[config.mk]
export PLATFORM = sky130hd
export DESIGN_NAME = aus_datapath
export DESIGN_NICKNAME = d
export VERILOG_FILES = /design/src/hdl/aus_pkg.sv /design/src/hdl/aus_datapath.sv
export SDC_FILE = /design/constraint.sdc
export NUM_CORES = 2
export LEC_CHECK = 0
export ABC_CLOCK_PERIOD_IN_PS = 13700
export BUFFER_PORTS_ARGS = -buffer_cell sky130_fd_sc_hd__clkbuf_2
export CAP_MARGIN = 20
export CORE_ASPECT_RATIO = 0.6
export CORE_MARGIN = 2
export CORE_UTILIZATION = 45
export CTS_CLUSTER_DIAMETER = 80
export DETAILED_ROUTE_END_ITERATION = 8
export GPL_ROUTABILITY_DRIVEN = 1
export PLACE_DENSITY_LB_ADDON = 0.15
export SLEW_MARGIN = 20
export SYNTH_ARGS = -nofsm -noshare
export SYNTH_HDL_FRONTEND = slang
export SYNTH_SLANG_ARGS = --single-unit
[constraint.sdc]
create_clock -name clock -period 13.7 [get_ports clock]
set_input_delay 2.74 -clock clock [delete_from_list [all_inputs] [get_ports clock]]
set_output_delay 2.74 -clock clock [all_outputs]
set_load 0.005 [all_outputs]
[src/hdl/aus_pkg.sv]
package aus_pkg;

   localparam int PHASE_FRAC_BITS = 16;
   localparam int ALPHA_FRAC_BITS = 16;
   localparam int MAX_RESULTS     = 64;

   localparam int SAMPLE_W    = 16;
   localparam int BYTE_W      = 8;
   localparam int MODE_W      = 1;
   localparam int STEP_W      = 19;
   localparam int ALPHA_W     = 17;
   localparam int TOTAL_W     = 24;
   localparam int CSR_DATA_W  = 24;
   localparam int CSR_INDEX_W = 2;

   localparam int PHASE_W = ((STEP_W > PHASE_FRAC_BITS) ? STEP_W : PHASE_FRAC_BITS + 1) + 1;
   localparam int COUNT_W = $clog2(MAX_RESULTS + 1);

   typedef logic [SAMPLE_W-1:0]        sample_type;
   typedef logic signed [SAMPLE_W-1:0] out_sample_type;
   typedef logic [STEP_W-1:0]          step_type;
   typedef logic [ALPHA_W-1:0]         alpha_type;
   typedef logic [TOTAL_W-1:0]         total_type;
   typedef logic [PHASE_W-1:0]         phase_type;
   typedef logic [COUNT_W-1:0]         count_type;
   typedef logic [CSR_INDEX_W-1:0]     csr_index_type;
   typedef logic [CSR_DATA_W-1:0]      csr_data_type;

   localparam csr_index_type CSR_SAMPLE_WIDTH_MODE = CSR_INDEX_W'(0);
   localparam csr_index_type CSR_RESAMPLE_STEP     = CSR_INDEX_W'(1);
   localparam csr_index_type CSR_FILTER_ALPHA      = CSR_INDEX_W'(2);
   localparam csr_index_type CSR_OUTPUT_TOTAL      = CSR_INDEX_W'(3);

   localparam logic [MODE_W-1:0] RESET_MODE  = MODE_W'(0);
   localparam step_type          RESET_STEP  = STEP_W'(16384);
   localparam alpha_type         RESET_ALPHA = ALPHA_W'(28830);
   localparam total_type         RESET_TOTAL = TOTAL_W'(2);

   localparam count_type COUNT_MAX   = COUNT_W'(MAX_RESULTS);
   localparam count_type COUNT_FINAL = COUNT_W'(MAX_RESULTS - 1);

   typedef struct packed {
      logic accept;
      logic first_store;
      logic hold_sel;
      logic mul_a;
      logic sum_a;
      logic mul_b;
      logic emit;
      logic force_last;
      logic seg_end;
      logic clear;
   } cmd_type;

   typedef struct packed {
      logic have_prev;
      logic last;
      logic seg_go;
      logic hold_go;
      logic rsp_free;
   } status_type;

endpackage

[src/hdl/aus_datapath.sv]
module aus_datapath (
   input  logic                    clock,
   input  logic                    reset,
   input  logic                    csr_write_enable,
   input  aus_pkg::csr_index_type  csr_index,
   input  aus_pkg::csr_data_type   csr_write_data,
   input  aus_pkg::sample_type     req_sample,
   input  logic                    req_last,
   input  logic                    rsp_ready,
   output logic                    rsp_valid,
   output aus_pkg::out_sample_type rsp_sample,
   output logic                    rsp_last,
   input  aus_pkg::cmd_type        cmd,
   output aus_pkg::status_type     status
);
   import aus_pkg::*;

   localparam int EXT_W    = SAMPLE_W + 1;
   localparam int PROD_A_W = EXT_W + PHASE_FRAC_BITS + 1;
   localparam int NUM_A_W  = PROD_A_W + 1;
   localparam int PROD_B_W = ALPHA_W + 1 + EXT_W;
   localparam int NUM_B_W  = PROD_B_W + 1;

   localparam phase_type PHASE_ONE = PHASE_W'(1) << PHASE_FRAC_BITS;
   localparam alpha_type ALPHA_ONE = ALPHA_W'(1) << ALPHA_FRAC_BITS;
   localparam logic signed [NUM_A_W-1:0] ROUND_A = NUM_A_W'((1 << PHASE_FRAC_BITS) - 1);
   localparam logic signed [NUM_B_W-1:0] ROUND_B = NUM_B_W'((1 << ALPHA_FRAC_BITS) - 1);

   logic [MODE_W-1:0] mode_ff, mode_in;
   step_type          step_ff, step_in;
   alpha_type         alpha_ff, alpha_in;
   total_type         total_ff, total_in;

   sample_type     cur_ff, cur_in;
   logic           last_ff, last_in;
   sample_type     prev_ff, prev_in;
   logic           have_prev_ff, have_prev_in;
   phase_type      phase_ff, phase_in;
   total_type      emitted_ff, emitted_in;
   out_sample_type mem_ff, mem_in;

   logic signed [EXT_W-1:0]    sa_ff, sa_in;
   logic signed [PROD_A_W-1:0] prod_a_ff, prod_a_in;
   out_sample_type             x_ff, x_in;
   logic signed [PROD_B_W-1:0] prod_b_ff, prod_b_in;

   logic           rsp_valid_ff, rsp_valid_in;
   out_sample_type rsp_sample_ff, rsp_sample_in;
   logic           rsp_last_ff, rsp_last_in;

   sample_type                  a_raw;
   logic signed [EXT_W-1:0]     sa, sb, diff, err;
   logic [PHASE_FRAC_BITS-1:0]  frac;
   logic signed [NUM_A_W-1:0]   num_a, num_a_adj, x_full;
   logic [BYTE_W-1:0]           lin;
   alpha_type                   alpha_sat;
   logic signed [NUM_B_W-1:0]   num_b, num_b_adj, y_full;
   out_sample_type              y;
   logic [TOTAL_W:0]            emitted_next;
   logic                        rsp_free;

   always_comb begin
      a_raw = cmd.hold_sel ? cur_ff : prev_ff;
      frac  = cmd.hold_sel ? '0 : phase_ff[PHASE_FRAC_BITS-1:0];
      if (mode_ff[0]) begin
         sa = $signed({a_raw[SAMPLE_W-1], a_raw});
         sb = $signed({cur_ff[SAMPLE_W-1], cur_ff});
      end else begin
         sa = $signed({{(EXT_W-BYTE_W){1'b0}}, a_raw[BYTE_W-1:0]});
         sb = $signed({{(EXT_W-BYTE_W){1'b0}}, cur_ff[BYTE_W-1:0]});
      end
      diff      = sb - sa;
      prod_a_in = diff * $signed({1'b0, frac});
      sa_in     = sa;

      num_a     = (NUM_A_W'(sa_ff) <<< PHASE_FRAC_BITS) + NUM_A_W'(prod_a_ff);
      num_a_adj = num_a[NUM_A_W-1] ? (num_a + ROUND_A) : num_a;
      x_full    = num_a_adj >>> PHASE_FRAC_BITS;
      lin       = x_full[BYTE_W-1:0];
      if (mode_ff[0]) begin
         x_in = x_full[SAMPLE_W-1:0];
      end else begin
         x_in = {~lin[BYTE_W-1], lin[BYTE_W-2:0], lin};
      end

      alpha_sat = (alpha_ff > ALPHA_ONE) ? ALPHA_ONE : alpha_ff;
      err       = EXT_W'(x_ff) - EXT_W'(mem_ff);
      prod_b_in = $signed({1'b0, alpha_sat}) * err;

      num_b     = (NUM_B_W'(mem_ff) <<< ALPHA_FRAC_BITS) + NUM_B_W'(prod_b_ff);
      num_b_adj = num_b[NUM_B_W-1] ? (num_b + ROUND_B) : num_b;
      y_full    = num_b_adj >>> ALPHA_FRAC_BITS;
      y         = (emitted_ff == '0) ? x_ff : y_full[SAMPLE_W-1:0];

      emitted_next = {1'b0, emitted_ff} + (TOTAL_W + 1)'(1);
      rsp_free     = !rsp_valid_ff || rsp_ready;
   end

   always_comb begin
      mode_in      = mode_ff;
      step_in      = step_ff;
      alpha_in     = alpha_ff;
      total_in     = total_ff;
      cur_in       = cur_ff;
      last_in      = last_ff;
      prev_in      = prev_ff;
      have_prev_in = have_prev_ff;
      phase_in     = phase_ff;
      emitted_in   = emitted_ff;
      mem_in       = mem_ff;
      rsp_valid_in  = rsp_valid_ff && !rsp_ready;
      rsp_sample_in = rsp_sample_ff;
      rsp_last_in   = rsp_last_ff;

      if (csr_write_enable) begin
         unique case (csr_index)
            CSR_SAMPLE_WIDTH_MODE: mode_in  = csr_write_data[MODE_W-1:0];
            CSR_RESAMPLE_STEP:     step_in  = csr_write_data[STEP_W-1:0];
            CSR_FILTER_ALPHA:      alpha_in = csr_write_data[ALPHA_W-1:0];
            CSR_OUTPUT_TOTAL:      total_in = csr_write_data[TOTAL_W-1:0];
         endcase
      end

      if (cmd.accept) begin
         cur_in  = req_sample;
         last_in = req_last;
      end

      if (cmd.first_store) begin
         prev_in      = cur_ff;
         have_prev_in = 1'b1;
         phase_in     = '0;
      end

      if (cmd.emit) begin
         rsp_valid_in  = 1'b1;
         rsp_sample_in = y;
         rsp_last_in   = (emitted_next == {1'b0, total_ff}) || cmd.force_last;
         mem_in        = y;
         emitted_in    = emitted_next[TOTAL_W-1:0];
         if (!cmd.hold_sel) begin
            phase_in = phase_ff + PHASE_W'(step_ff);
         end
      end

      if (cmd.seg_end) begin
         prev_in  = cur_ff;
         phase_in = (phase_ff >= PHASE_ONE) ? (phase_ff - PHASE_ONE) : '0;
      end

      if (cmd.clear) begin
         prev_in      = '0;
         have_prev_in = 1'b0;
         phase_in     = '0;
         emitted_in   = '0;
         mem_in       = '0;
      end
   end

   always_ff @(posedge clock) begin
      if (reset) begin
         mode_ff      <= RESET_MODE;
         step_ff      <= RESET_STEP;
         alpha_ff     <= RESET_ALPHA;
         total_ff     <= RESET_TOTAL;
         prev_ff      <= '0;
         have_prev_ff <= 1'b0;
         phase_ff     <= '0;
         emitted_ff   <= '0;
         mem_ff       <= '0;
         rsp_valid_ff <= 1'b0;
      end else begin
         mode_ff      <= mode_in;
         step_ff      <= step_in;
         alpha_ff     <= alpha_in;
         total_ff     <= total_in;
         prev_ff      <= prev_in;
         have_prev_ff <= have_prev_in;
         phase_ff     <= phase_in;
         emitted_ff   <= emitted_in;
         mem_ff       <= mem_in;
         rsp_valid_ff <= rsp_valid_in;
      end
   end

   always_ff @(posedge clock) begin
      cur_ff        <= cur_in;
      last_ff       <= last_in;
      rsp_sample_ff <= rsp_sample_in;
      rsp_last_ff   <= rsp_last_in;
      if (cmd.mul_a) begin
         sa_ff     <= sa_in;
         prod_a_ff <= prod_a_in;
      end
      if (cmd.sum_a) begin
         x_ff <= x_in;
      end
      if (cmd.mul_b) begin
         prod_b_ff <= prod_b_in;
      end
   end

   assign rsp_valid  = rsp_valid_ff;
   assign rsp_sample = rsp_sample_ff;
   assign rsp_last   = rsp_last_ff;

   assign status.have_prev = have_prev_ff;
   assign status.last      = last_ff;
   assign status.seg_go    = (emitted_ff < total_ff) && (phase_ff < PHASE_ONE);
   assign status.hold_go   = (emitted_ff < total_ff);
   assign status.rsp_free  = rsp_free;

endmodule

==> reports/metrics.csv <==
stage,metric,value,unit
status,status,"complete, no violations",
critical_path,capturing point of the worst reg2reg path,prod_b_ff[33],
route,DRC,0,
sta,max-slew violations,0,
clocking,Worst-path clk slew,0.06,ns
floorplanning,Initial Util,0.456,
yosys,leading area contributor after synthesis,fa_1,
sta,Slew Limit Headroom,0.188,
floorplanning,number of I/O pins,80,
yosys,synthesis warning total,0,
sta,Final Critical Period,11.99,ns
floorplanning,Rows,81,
clocking,post-CTS sizing,0,
critical_path,CP endpoint kind,flip-flop,
yosys,synthesized instance count,4298,
critical_path,Setup crit end,prod_a_ff[33],
layout,fin nets,5180,
sta,worst slew pin tran,1.21,ns
layout,fillers,7965,
floorplanning,die area,85100,sq um
floorplanning,CORE AREA,81700,sq um
route,via/cell ratio,5.48,
critical_path,most common cell type on the critical path,fa_1,
critical_path,Worst path max stage delay,0.60,ns
floorplanning,DIE HEIGHT,227,um
global_route,initial antenna violation count,3,
critical_path,critical path launch point,cmd[7],
critical_path,CP arrival,12.40,ns
clocking,CTS Buf Count,34,
sta,Setup-failing EPs final,0,
place,gpl congestion,1.01,
critical_path,critical path required time,14.11,ns
yosys,Synth area leaders,"fa_1, ha_1, edfxtp_1, dfxtp_1, inv_1",
route,wire per inst,20.1,um
critical_path,Reg2Reg Setup Slack,3.77,ns
layout,Area Growth Syn to Fin,7.29,%
clocking,clk_lat worst skew,0.58,ns
place,Port Buffers,79,
clocking,clk sinks,274,
critical_path,Startpoint Class,primary input,
route,Routed WL,108000,um
yosys,Post-synth EDFFs,135,
clocking,Max clock buf depth,3,
yosys,distinct cell type count after synthesis,85,
clocking,# hold bufs at CTS,0,
job,Max Cap Viol,0,
worst_hold_path,hold depth,2,
sta,Tcrit/Tclk final,0.875,
yosys,top cell type's share of synthesized area,0.273,
sta,Setup TNS,0,ns
critical_path,Crit Path Class,in2reg,
yosys,post-synthesis average cell area,8.66,sq um
critical_path,"Slowest-stage cell, CP",fa_1,
sta,fmax,0.0834,GHz
critical_path,worst-case reg-to-reg path depth,33,
clocking,Post-CTS Setup Repair Bufs,0,
route,initial detailed-routing violation count,2751,
worst_hold_path,hold crit path type,reg2reg,
yosys,Syn Nets,5192,
global_route,GRT Total Usage,0.256,
global_route,largest net degree at the start of global routing,65,
layout,fraction of layout cells with a size suffix above 1,0.0575,
yosys,dominant synthesized flop cell,dfxtp_1,
clocking,deepest level of the CTS H-tree,2,
global_route,global route total overflow,0,
critical_path,r2r startpoint,x_ff[0],
route,ANT nets after route,0,
yosys,Post-Syn Area,37200,sq um
yosys,register bit count reported by yosys,274,
floorplanning,die width,375,um
sta,RSZ-0062 raised after global routing,false,
sta,Max Clock Skew,0.0179,ns
yosys,part of the Yosys area used for sequential elements,0.184,
route,drt pass-1 iters,5,
sta,Final Hold Vio Count,0,
route,DR vias,29550,
layout,"commonest cells after routing, fill and taps aside","inv_1, nand2_1, fa_1",
place,DP Wirelength,88500,um
clocking,clock root buffer,clkbuf_16,
yosys,async set or reset register ratio after synthesis,0,
layout,"commonest non-fill, non-tap cell in the layout",inv_1,
global_route,vias in the first global route,27741,
critical_path,"Max FO, Critical Path",11,
clocking,CTS tree,done,
global_route,first-pass GRT wire length,167000,um
==> cell type report <==
type                            instances  area [sq um]  area share
Clock buffer                           35           855      0.0214
Clock inverter                         27           369     0.00924
Timing Repair Buffer                  134           808      0.0202
Sequential cell                       274          6840       0.171
Tap cell                             1079          1350      0.0338
Multi-Input combinational cell       3104         27000       0.675
Inverter                              738          2770      0.0693
Antenna cell                            2          5.00    0.000125
==> stage by stage <==
stage               instances  hold WS (ns)  setup slack [ns]   util  instance area (sq um)
CTS                      5391         0.454              1.75  0.489                  39900
finish                   5393         0.450              1.71  0.489                  40000
global placement         5329         0.438              1.30  0.474                  38700
floorplan                4298         0.429              1.87      -                  37200
global route             5391         0.473              1.26  0.489                  40000
detailed placement       5329         0.445              1.18  0.474                  38700
==> routing by layer <==
layer  vias to the layer above  GRT usage  routed length (um)
met1                     14526      0.421               55400
met4                         2     0.0325                1280
li1                      13900          -                   -
met2                      1041      0.320               39200
met3                        81     0.0853               12300
met5                         -          0                   7
==> cell families (layout without fill, tap and decap cells) <==
logic type               count (synthesis)  after routing  synth area share
other                                    0              2                 0
XOR/XNOR                               193            193            0.0454
AND/OR/NAND/NOR                       1422           1422             0.174
flip-flops                             274            274             0.184
adder cells (fa/ha/maj)                837            837             0.384
multiplexers                            27             27           0.00763
buffers and inverters                  920            934            0.0934
AO/OA/AOI/OAI                          625            625             0.112
==> synth_stat cells, drive strengths merged, types with 25 or more instances <==
master    n
and2     63
nand2b   48
a21oi   184
ha      329
xnor2   123
or3      30
a21o     48
dfxtp   139
nand4    26
buf      25
a31oi    31
xor2     70
nand2   578
nor2b    45
nor2    353
o21ai   111
inv     737
and3     29
nor3     76
fa      508
nand3    56
o21a     37
clkbuf  157
edfxtp  135
nor4     58
==> worst min-delay path by stage <==
stage                      from     endpoint
detailed placement  prev_ff[15]  prev_ff[15]
global placement    prev_ff[15]  prev_ff[15]
floorplan           prev_ff[10]  prev_ff[10]
global route        prev_ff[11]  prev_ff[11]
finish              prev_ff[15]  prev_ff[15]
CTS                 prev_ff[15]  prev_ff[15]
==> sequential cells by signal, summed over array words and instances (netlist names), 16 cells and up <==
register / flops
prod_b_ff: 35
prod_a_ff: 34
emitted_ff: 24
total_ff: 24
phase_ff: 20
step_ff: 19
alpha_ff: 17
cur_ff: 16
mem_ff: 16
prev_ff: 16
rsp_sample: 16
sa_ff: 16
x_ff: 16
==> worst max-delay path, delay by kind of cell <==
family	cells	cell delay (ns)
buffers and inverters	5	0.55
multiplexers	1	0.40
adder cells (fa/ha/maj)	9	4.15
AND/OR/NAND/NOR	6	1.18
AO/OA/AOI/OAI	10	3.34
Power is left out: the tool's default activity adds up to more than one toggle a clock period on the data nets, which glitch-free logic cannot reach.
