[config.mk]
export PLATFORM = sky130hd
export DESIGN_NAME = aus_ctrl
export DESIGN_NICKNAME = d
export VERILOG_FILES = /design/src/hdl/aus_pkg.sv /design/src/hdl/aus_ctrl.sv
export SDC_FILE = /design/constraint.sdc
export NUM_CORES = 1
export LEC_CHECK = 0
export BUFFER_PORTS_ARGS = -buffer_cell sky130_fd_sc_hd__buf_4
export CAP_MARGIN = 30
export CORE_UTILIZATION = 50
export CTS_CLUSTER_DIAMETER = 200
export DETAILED_ROUTE_END_ITERATION = 12
export PLACE_DENSITY = 0.83
export SYNTH_ARGS = -nofsm -noshare
export SYNTH_HDL_FRONTEND = slang
export SYNTH_SLANG_ARGS = --single-unit
[constraint.sdc]
create_clock -name clock -period 1.63 [get_ports clock]
set_input_delay 0 -clock clock [delete_from_list [all_inputs] [get_ports clock]]
set_output_delay 0 -clock clock [all_outputs]
set_load 0.02 [all_outputs]
[src/hdl/aus_pkg.sv]
package aus_pkg;

   localparam int PHASE_FRAC_BITS = 16;
   localparam int ALPHA_FRAC_BITS = 16;
   localparam int MAX_RESULTS     = 64;

   localparam int SAMPLE_W    = 16;
   localparam int BYTE_W      = 8;
   localparam int MODE_W      = 1;
   localparam int STEP_W      = 19;
   localparam int ALPHA_W     = 17;
   localparam int TOTAL_W     = 24;
   localparam int CSR_DATA_W  = 24;
   localparam int CSR_INDEX_W = 2;

   localparam int PHASE_W = ((STEP_W > PHASE_FRAC_BITS) ? STEP_W : PHASE_FRAC_BITS + 1) + 1;
   localparam int COUNT_W = $clog2(MAX_RESULTS + 1);

   typedef logic [SAMPLE_W-1:0]        sample_type;
   typedef logic signed [SAMPLE_W-1:0] out_sample_type;
   typedef logic [STEP_W-1:0]          step_type;
   typedef logic [ALPHA_W-1:0]         alpha_type;
   typedef logic [TOTAL_W-1:0]         total_type;
   typedef logic [PHASE_W-1:0]         phase_type;
   typedef logic [COUNT_W-1:0]         count_type;
   typedef logic [CSR_INDEX_W-1:0]     csr_index_type;
   typedef logic [CSR_DATA_W-1:0]      csr_data_type;

   localparam csr_index_type CSR_SAMPLE_WIDTH_MODE = CSR_INDEX_W'(0);
   localparam csr_index_type CSR_RESAMPLE_STEP     = CSR_INDEX_W'(1);
   localparam csr_index_type CSR_FILTER_ALPHA      = CSR_INDEX_W'(2);
   localparam csr_index_type CSR_OUTPUT_TOTAL      = CSR_INDEX_W'(3);

   localparam logic [MODE_W-1:0] RESET_MODE  = MODE_W'(0);
   localparam step_type          RESET_STEP  = STEP_W'(16384);
   localparam alpha_type         RESET_ALPHA = ALPHA_W'(28830);
   localparam total_type         RESET_TOTAL = TOTAL_W'(2);

   localparam count_type COUNT_MAX   = COUNT_W'(MAX_RESULTS);
   localparam count_type COUNT_FINAL = COUNT_W'(MAX_RESULTS - 1);

   typedef struct packed {
      logic accept;
      logic first_store;
      logic hold_sel;
      logic mul_a;
      logic sum_a;
      logic mul_b;
      logic emit;
      logic force_last;
      logic seg_end;
      logic clear;
   } cmd_type;

   typedef struct packed {
      logic have_prev;
      logic last;
      logic seg_go;
      logic hold_go;
      logic rsp_free;
   } status_type;

endpackage

[src/hdl/aus_ctrl.sv]
module aus_ctrl (
   input  logic                clock,
   input  logic                reset,
   input  logic                req_valid,
   output logic                req_ready,
   input  aus_pkg::status_type status,
   output aus_pkg::cmd_type    cmd
);
   import aus_pkg::*;

   typedef enum logic [2:0] {
      ST_IDLE,
      ST_DECIDE,
      ST_SEG_CHK,
      ST_HOLD_CHK,
      ST_MUL_A,
      ST_SUM_A,
      ST_MUL_B,
      ST_EMIT
   } state_type;

   state_type state_ff, state_in;
   count_type count_ff, count_in;
   logic      hold_ff, hold_in;
   logic      below_limit;

   assign below_limit = (count_ff < COUNT_MAX);

   always_comb begin
      state_in  = state_ff;
      count_in  = count_ff;
      hold_in   = hold_ff;
      cmd       = '0;
      req_ready = 1'b0;
      unique case (state_ff)
         ST_IDLE: begin
            req_ready = 1'b1;
            if (req_valid) begin
               cmd.accept = 1'b1;
               count_in   = '0;
               hold_in    = 1'b0;
               state_in   = ST_DECIDE;
            end
         end
         ST_DECIDE: begin
            if (!status.have_prev) begin
               cmd.first_store = 1'b1;
               if (status.last) begin
                  hold_in  = 1'b1;
                  state_in = ST_HOLD_CHK;
               end else begin
                  state_in = ST_IDLE;
               end
            end else begin
               state_in = ST_SEG_CHK;
            end
         end
         ST_SEG_CHK: begin
            if (status.seg_go && below_limit) begin
               state_in = ST_MUL_A;
            end else begin
               cmd.seg_end = 1'b1;
               if (status.last) begin
                  hold_in  = 1'b1;
                  state_in = ST_HOLD_CHK;
               end else begin
                  state_in = ST_IDLE;
               end
            end
         end
         ST_HOLD_CHK: begin
            if (status.hold_go && below_limit) begin
               state_in = ST_MUL_A;
            end else begin
               cmd.clear = 1'b1;
               state_in  = ST_IDLE;
            end
         end
         ST_MUL_A: begin
            cmd.mul_a    = 1'b1;
            cmd.hold_sel = hold_ff;
            state_in     = ST_SUM_A;
         end
         ST_SUM_A: begin
            cmd.sum_a = 1'b1;
            state_in  = ST_MUL_B;
         end
         ST_MUL_B: begin
            cmd.mul_b = 1'b1;
            state_in  = ST_EMIT;
         end
         ST_EMIT: begin
            if (status.rsp_free) begin
               cmd.emit       = 1'b1;
               cmd.hold_sel   = hold_ff;
               cmd.force_last = status.last && (count_ff == COUNT_FINAL);
               count_in       = count_ff + COUNT_W'(1);
               state_in       = hold_ff ? ST_HOLD_CHK : ST_SEG_CHK;
            end
         end
      endcase
   end

   always_ff @(posedge clock) begin
      if (reset) begin
         state_ff <= ST_IDLE;
         count_ff <= '0;
         hold_ff  <= 1'b0;
      end else begin
         state_ff <= state_in;
         count_ff <= count_in;
         hold_ff  <= hold_in;
      end
   end

endmodule

==> reports/metrics.cfg, run 1 <==
[placed_design]
dp_slack_ps = 98.2
gp_congestion = 0.765
numPortBuffers = 18
dpl-instance-area_sq_um = 911
dpl.hpwl_mm = 1.32
place_inst = 125

[timing]
setup_tns_ps = 0
max_slew_margin_pct = 74.3
layout_min_cycle_time_ps = 1510
fmax_ghz = 0.662
worst_pin_slew_ps = 383
final.setup.worst_slack_ps = 119
whs_ps = 20.2
worst_clock_skew_ps = 1.67
min_period_over_period_pct = 92.7
finalSetupViolations = 0
slew_violations = 0
hold_viol_final = 0
rsz0062_at_grt = false

[worst_setup_path]
path_common_cell = buf_4
slowest_delay_ps = 340
cp-end-kind = output pin
startpoint_type = register
critPathMaxFanout = 15
crit_required_ps = 1630
cp.arrival_ps = 1510
crit_chain = buf_4 > nand4_1 > inv_2 > and4_1 > buf_4
crit_type = register to output pin
slowest_stage = dfxtp_1

[pwr]
p_per_area_nw_per_um2 = 821
p_leak_nw = 0.378
total_power_mw = 0.787
max-vdd-ir-drop_uv = 471

[min_path]
hold_class = primary input to register

[clock_tree]
cts-root-buf = clkbuf_4
cts_buffers = 3
htreeDepth = 1
insertion_delay_ps = 260
cts_tree = yes
cts.path.max_buffers = 2
cts_sinks = 11
clk_pin_slew_worst_paths_ps = 70

[logic_synthesis]
synth_seq_cells = 11
yosysUniqueCellTypes = 39
synth.area.top_cells = dfxtp_1, nand3_1, a211oi_2
seq_area_frac_synth_pct = 30.2
synth_area_leader_cell = dfxtp_1
syn-mean-instance-area_sq_um = 8.00
netlist_area_sq_um = 728
synth.top_cell.area_share_pct = 30.2
synthCells = 91
synth_warnings = 0
synth_nets = 100

[floorplan]
die_h_microns = 40.2
core_area_sq_um = 1330
io_pins = 19
initial_core_util_pct = 54.6
rows = 13
die_area_sq_um = 1610
dieWidth_microns = 40.2

[final_layout]
stdcell_area_sq_um = 958
nNetsFinal = 126
final_cells = 131
nFillCells = 118
final-seq-area_sq_um = 220
antenna_cells = 0
multiInputGateArea_sq_um = 462
utilization_pct = 71.9
drive_gt1_share_pct = 31.9
areaGrowthSynthToFinish_pct = 31.6

[run_status]
status = finished clean

[routing]
vias = 776
drc = 0
routed_wl_mm = 1.77
via_per_inst = 5.92
drt-initial-drc-count = 24
routedWlPerCell_microns = 13.5
antenna_left = 0
dr.pass1.iters = 4

[flow_run]
drv_cap = 0

[global_route]
grt-ovfl-total = 0
first_global_vias = 685
track_usage_pct = 25.4
antenna_found_initial = 0
grt_pass1_wl_mm = 2.75
grt_max_degree = 16

==> worst paths after layout <==
kind / from / to / slack, ps / cells past startpoint
worst min-delay path: req_valid / state_ff[0] / 20 / 3
worst min register to register: count_ff[5] / count_ff[5] / 500 / 2
worst max register to register: state_ff[2] / count_ff[5] / 160 / 5
worst max-delay path: state_ff[2] / cmd[2] / 120 / 5
==> power by group <==
part	internal, mW	total [mW]	switching, mW
clock network	0.0946	0.186	0.0912
logic	0.138	0.310	0.172
registers	0.284	0.292	0.00754
total	0.517	0.787	0.270
==> kinds of logic after synthesis <==
kind of cell,count (synthesis),synth area share [%]
buffers and inverters,14,7.56
AND/OR/NAND/NOR,41,33.5
multiplexers,3,4.30
flip-flops,11,30.2
AO/OA/AOI/OAI,21,22.7
adder cells (fa/ha/maj),1,1.72
==> state kept, by name, indices dropped and copies added (netlist names) <==
name / flops
state_ff: 3
count_ff: 7
hold_ff: 1
==> final cells by class <==
type | count | share of cell area (%)
Clock buffer | 4 | 2.74
Inverter | 9 | 3.52
Multi-Input combinational cell | 66 | 48.2
Sequential cell | 11 | 23.0
Tap cell | 15 | 1.96
Timing Repair Buffer | 26 | 20.6
==> layout by cell type, fill, tap and decap left out, drive strengths merged, types with 3 or more instances in the layout <==
| cell type | synthesis | final |
|---|---|---|
| a211oi | 3 | 3 |
| a21oi | 4 | 4 |
| buf | 2 | 25 |
| clkbuf | 3 | 4 |
| dfxtp | 11 | 11 |
| inv | 8 | 8 |
| nand2 | 3 | 3 |
| nand2b | 4 | 4 |
| nand3 | 9 | 9 |
| nand3b | 3 | 3 |
| nor2 | 5 | 5 |
| nor3b | 3 | 3 |
==> synth_stat cells (all sizes together) <==
cell type	number
a21oi	4
or4b	1
and4	1
nand4b	2
nor3	2
nand3	9
or2	1
and3	2
buf	2
a31oi	2
nor2b	1
o21ba	1
nor3b	3
o211ai	1
mux2	1
nand2b	4
mux2i	2
o221ai	1
ha	1
inv	8
o2111ai	2
a221oi	1
o31ai	2
a311o	1
nand3b	3
nand2	3
nand4	2
a211oi	3
o22ai	1
o32ai	1
nor4b	1
clkinv	1
and2	1
a22oi	1
dfxtp	11
clkbuf	3
nor2	5
==> critical path: cells and delay by family, from the launching register on <==
family                 cells  cell delay, ps
AND/OR/NAND/NOR            2             430
flip-flops                 1             340
buffers and inverters      3             480
==> metal layers <==
metal | track usage [%] | wire, microns | vias to the layer above
met2 | 46.4 | 876 | 23
met1 | 27.8 | 822 | 357
li1 | - | - | 392
met5 | 0 | 0 | -
met3 | 5.56 | 56 | 4
met4 | 10.3 | 15 | 0
==> repair_timing <==
action | in CTS | in global routing
endpoints found under the hold margin | 6 | 0
gates resized for setup | 1 | 0
setup endpoints to repair | 1 | 2
buffers inserted | 0 | 1
hold buffers | 1 | 0
No activity file was read; power rests on OpenSTA's default activity.
==> inputs of run 2 (changes only) <==
Settings changed: ABC_AREA set to 1.
==> run 2 against run 1 <==
  * Critical path depth up 1
  * Sequential power up 8.9%
  * Fmax down 3.4%
  * Global-route usage up 1.9 points
  * Total power down 3.8%
  * Largest cell class unchanged
  * Largest power group is now registers
==> reports/metrics.cfg, run 2 <==
[timing]
rsz0062_at_grt = false
hold_viol_final = 0  ; unchanged
max_slew_margin_pct = 81.6  ; +7.3 points
layout_min_cycle_time_ps = 1560  ; +53.6 ps
slew_violations = 0  ; unchanged
worst_clock_skew_ps = 0.338  ; -1.33 ps
min_period_over_period_pct = 96.0  ; +3.3 points
setup_tns_ps = 0  ; unchanged
finalSetupViolations = 0  ; unchanged
fmax_ghz = 0.639  ; -3.4%
worst_pin_slew_ps = 276  ; -107 ps

[placed_design]
numPortBuffers = 18  ; unchanged
dpl-instance-area_sq_um = 865  ; -5.1%
dpl.hpwl_mm = 1.46  ; +10%
gp_congestion = 0.784  ; +2.5%

[logic_synthesis]
syn-mean-instance-area_sq_um = 6.34  ; -21%
synth_area_leader_cell = dfxtp_1
ys.flop_type = dfxtp_1
ys_async_sr_fraction_pct = 0  ; unchanged
netlist_area_sq_um = 723  ; -0.69%
yosysUniqueCellTypes = 24  ; -38%
synth_seq_cells = 11  ; unchanged
synth_nets = 123  ; +23%
synthCells = 114  ; +25%
synth_common_cells = nand2_1, nor2_1, inv_1
seq_area_frac_synth_pct = 30.4  ; +0.21 points
synth.top_cell.area_share_pct = 30.4  ; +0.21 points
synth_warnings = 0  ; unchanged
synth_most_common_cell = nand2_1
synth-edff-count = 0  ; unchanged
synth.area.top_cells = dfxtp_1, nand2_1, nor2_1

[pwr]
max-vdd-ir-drop_uv = 635  ; +35%
seqPwrFrac_pct = 42.0  ; +5.0 points
p_per_area_nw_per_um2 = 832  ; +1.4%
p_leak_nw = 0.441  ; +17%
p_sw_share_pct = 36.5  ; +2.1 points
p_int_mw = 0.481  ; -6.9%
comb_power_share_pct = 32.5  ; -6.9 points
p_clk_share_pct = 25.5  ; +1.9 points
p_switching_mw = 0.276  ; +2.2%

[final_layout]
drive_gt1_share_pct = 27.9  ; -4.0 points
nNetsFinal = 146  ; +16%
top_regs = count_ff x7, state_ff x3, hold_ff x1
stdcell_area_sq_um = 910  ; -5.1%
areaGrowthSynthToFinish_pct = 25.8
antenna_cells = 0  ; unchanged
final_cell_mix = nand2_1, buf_4, nor2_1
largest_register = count_ff
largest_reg_flops = 7  ; unchanged

[global_route]
track_usage_pct = 27.3  ; +1.9 points
grt-ovfl-total = 0  ; unchanged
antenna_found_initial = 0  ; unchanged
grt_max_degree = 13  ; -3
grt_pass1_wl_mm = 2.88  ; +5.0%
first_global_vias = 745  ; +8.8%

[clock_tree]
cts-root-buf = clkbuf_4
post_cts_buffers = 0  ; unchanged
clk_pin_slew_worst_paths_ps = 70  ; about the same
cts_buffers = 3  ; unchanged
htreeDepth = 1  ; unchanged
cts.path.max_buffers = 2  ; unchanged
cts_tree = yes
cts_sinks = 11  ; unchanged
insertion_delay_ps = 270  ; about the same

[worst_setup_path]
cp.arrival_ps = 1560  ; +50 ps
crit_family = simple AND/OR/NAND/NOR gates
crit_required_ps = 1630  ; about the same
slowest_delay_ps = 360  ; +20 ps
startpoint_type = register
crit_chain = ha_1 > nand2_1 > nor3b_2 > nand3_1 > nor2_1 > buf_4
slowest_stage = dfxtp_1
crit_buf_inv = 1  ; -2
cp-end-kind = output pin
critPathMaxFanout = 4  ; -11
crit_type = register to output pin

[routing]
drc = 0  ; unchanged
routed_wl_mm = 1.87  ; +5.4%
dr.pass1.iters = 4  ; unchanged
routedWlPerCell_microns = 12.4  ; -8.5%
via_per_inst = 5.50  ; -7.2%
drt-initial-drc-count = 24  ; unchanged
antenna_left = 0  ; unchanged
vias = 830  ; +7.0%

[min_path]
hold_class = primary input to register

[floorplan]
dieWidth_microns = 40.0  ; -0.32%
initial_core_util_pct = 54.9  ; +0.29 points
die_h_microns = 40.0  ; -0.32%
core_area_sq_um = 1320  ; -1.2%
io_pins = 19  ; unchanged
rows = 13  ; unchanged
die_area_sq_um = 1600  ; -0.65%

[flow_run]
drv_cap = 0  ; unchanged

[run_status]
status = finished clean

run 2: cell families after synthesis:
family,synth area share [%]
simple gates,40.7
buf+inv,13.1
compound gates,14.0
flops,30.4
fa+ha+maj,1.73
run 2: repair_timing:
item	4_1_cts	5_1_grt
resized for setup	1	3
hold buffers	1	0
setup endpoints to repair	1	2
hold endpoints to repair	1	0
pin swaps	0	1
run 2: path summary, 6_finish.rpt:
check,startpoint,to,slack [ps],cells past startpoint
hold / removal,status[3],state_ff[1],70,3
setup reg to reg,state_ff[2],count_ff[2],220,7
hold reg to reg,count_ff[4],count_ff[4],490,2
setup / recovery,count_ff[1],cmd[2],70,6
run 2: tightest hold or removal path: stages:
cell and delay (ps):
buf_4 130, nand3_1 100, a31oi_1 70
run 2: power by group through the flow:
stage | combinational [mW] | sequential [mW] | clock (mW)
6_report | 0.246 | 0.318 | 0.193
5_1_grt | 0.273 | 0.321 | 0.203
4_1_cts | 0.245 | 0.315 | 0.196
3_5_place_dp | 0.242 | 0.321 | 0
3_3_place_gp | 0.236 | 0.319 | 0
2_1_floorplan | 0.182 | 0.306 | 0
run 2: area by class of cell:
class                      instances  area, sq um
clock buffer                       4         26.3
fill                             120          408
inverter                          18         67.6
multi-input combinational         82          413
sequential                        11          224
tap                               15         18.8
timing repair buffer              21          160
run 2: routing by layer:
layer / up-vias / wire [microns] / share of wire, % / GRT usage [%]
met1: 373 / 754 / 40 / 26.7
met5: - / 0 / 0 / 0
met3: 10 / 124 / 6.6 / 7.22
li1: 412 / - / - / -
met4: 0 / 59 / 3.2 / 20.7
met2: 35 / 927 / 50 / 48.4
run 2: stage by stage:
stage          cells  hold WS (ps)  setup WS [ps]  utilization (%)  power, mW
2_1_floorplan    114          69.4            354                -      0.488
3_3_place_gp     146           163            256             65.6      0.555
3_5_place_dp     146           171            198             65.6      0.563
4_1_cts          151          72.7           53.2             68.8      0.755
5_1_grt          151          87.1           12.9             69.0      0.797
6_report         151          66.9           65.1             69.0      0.757
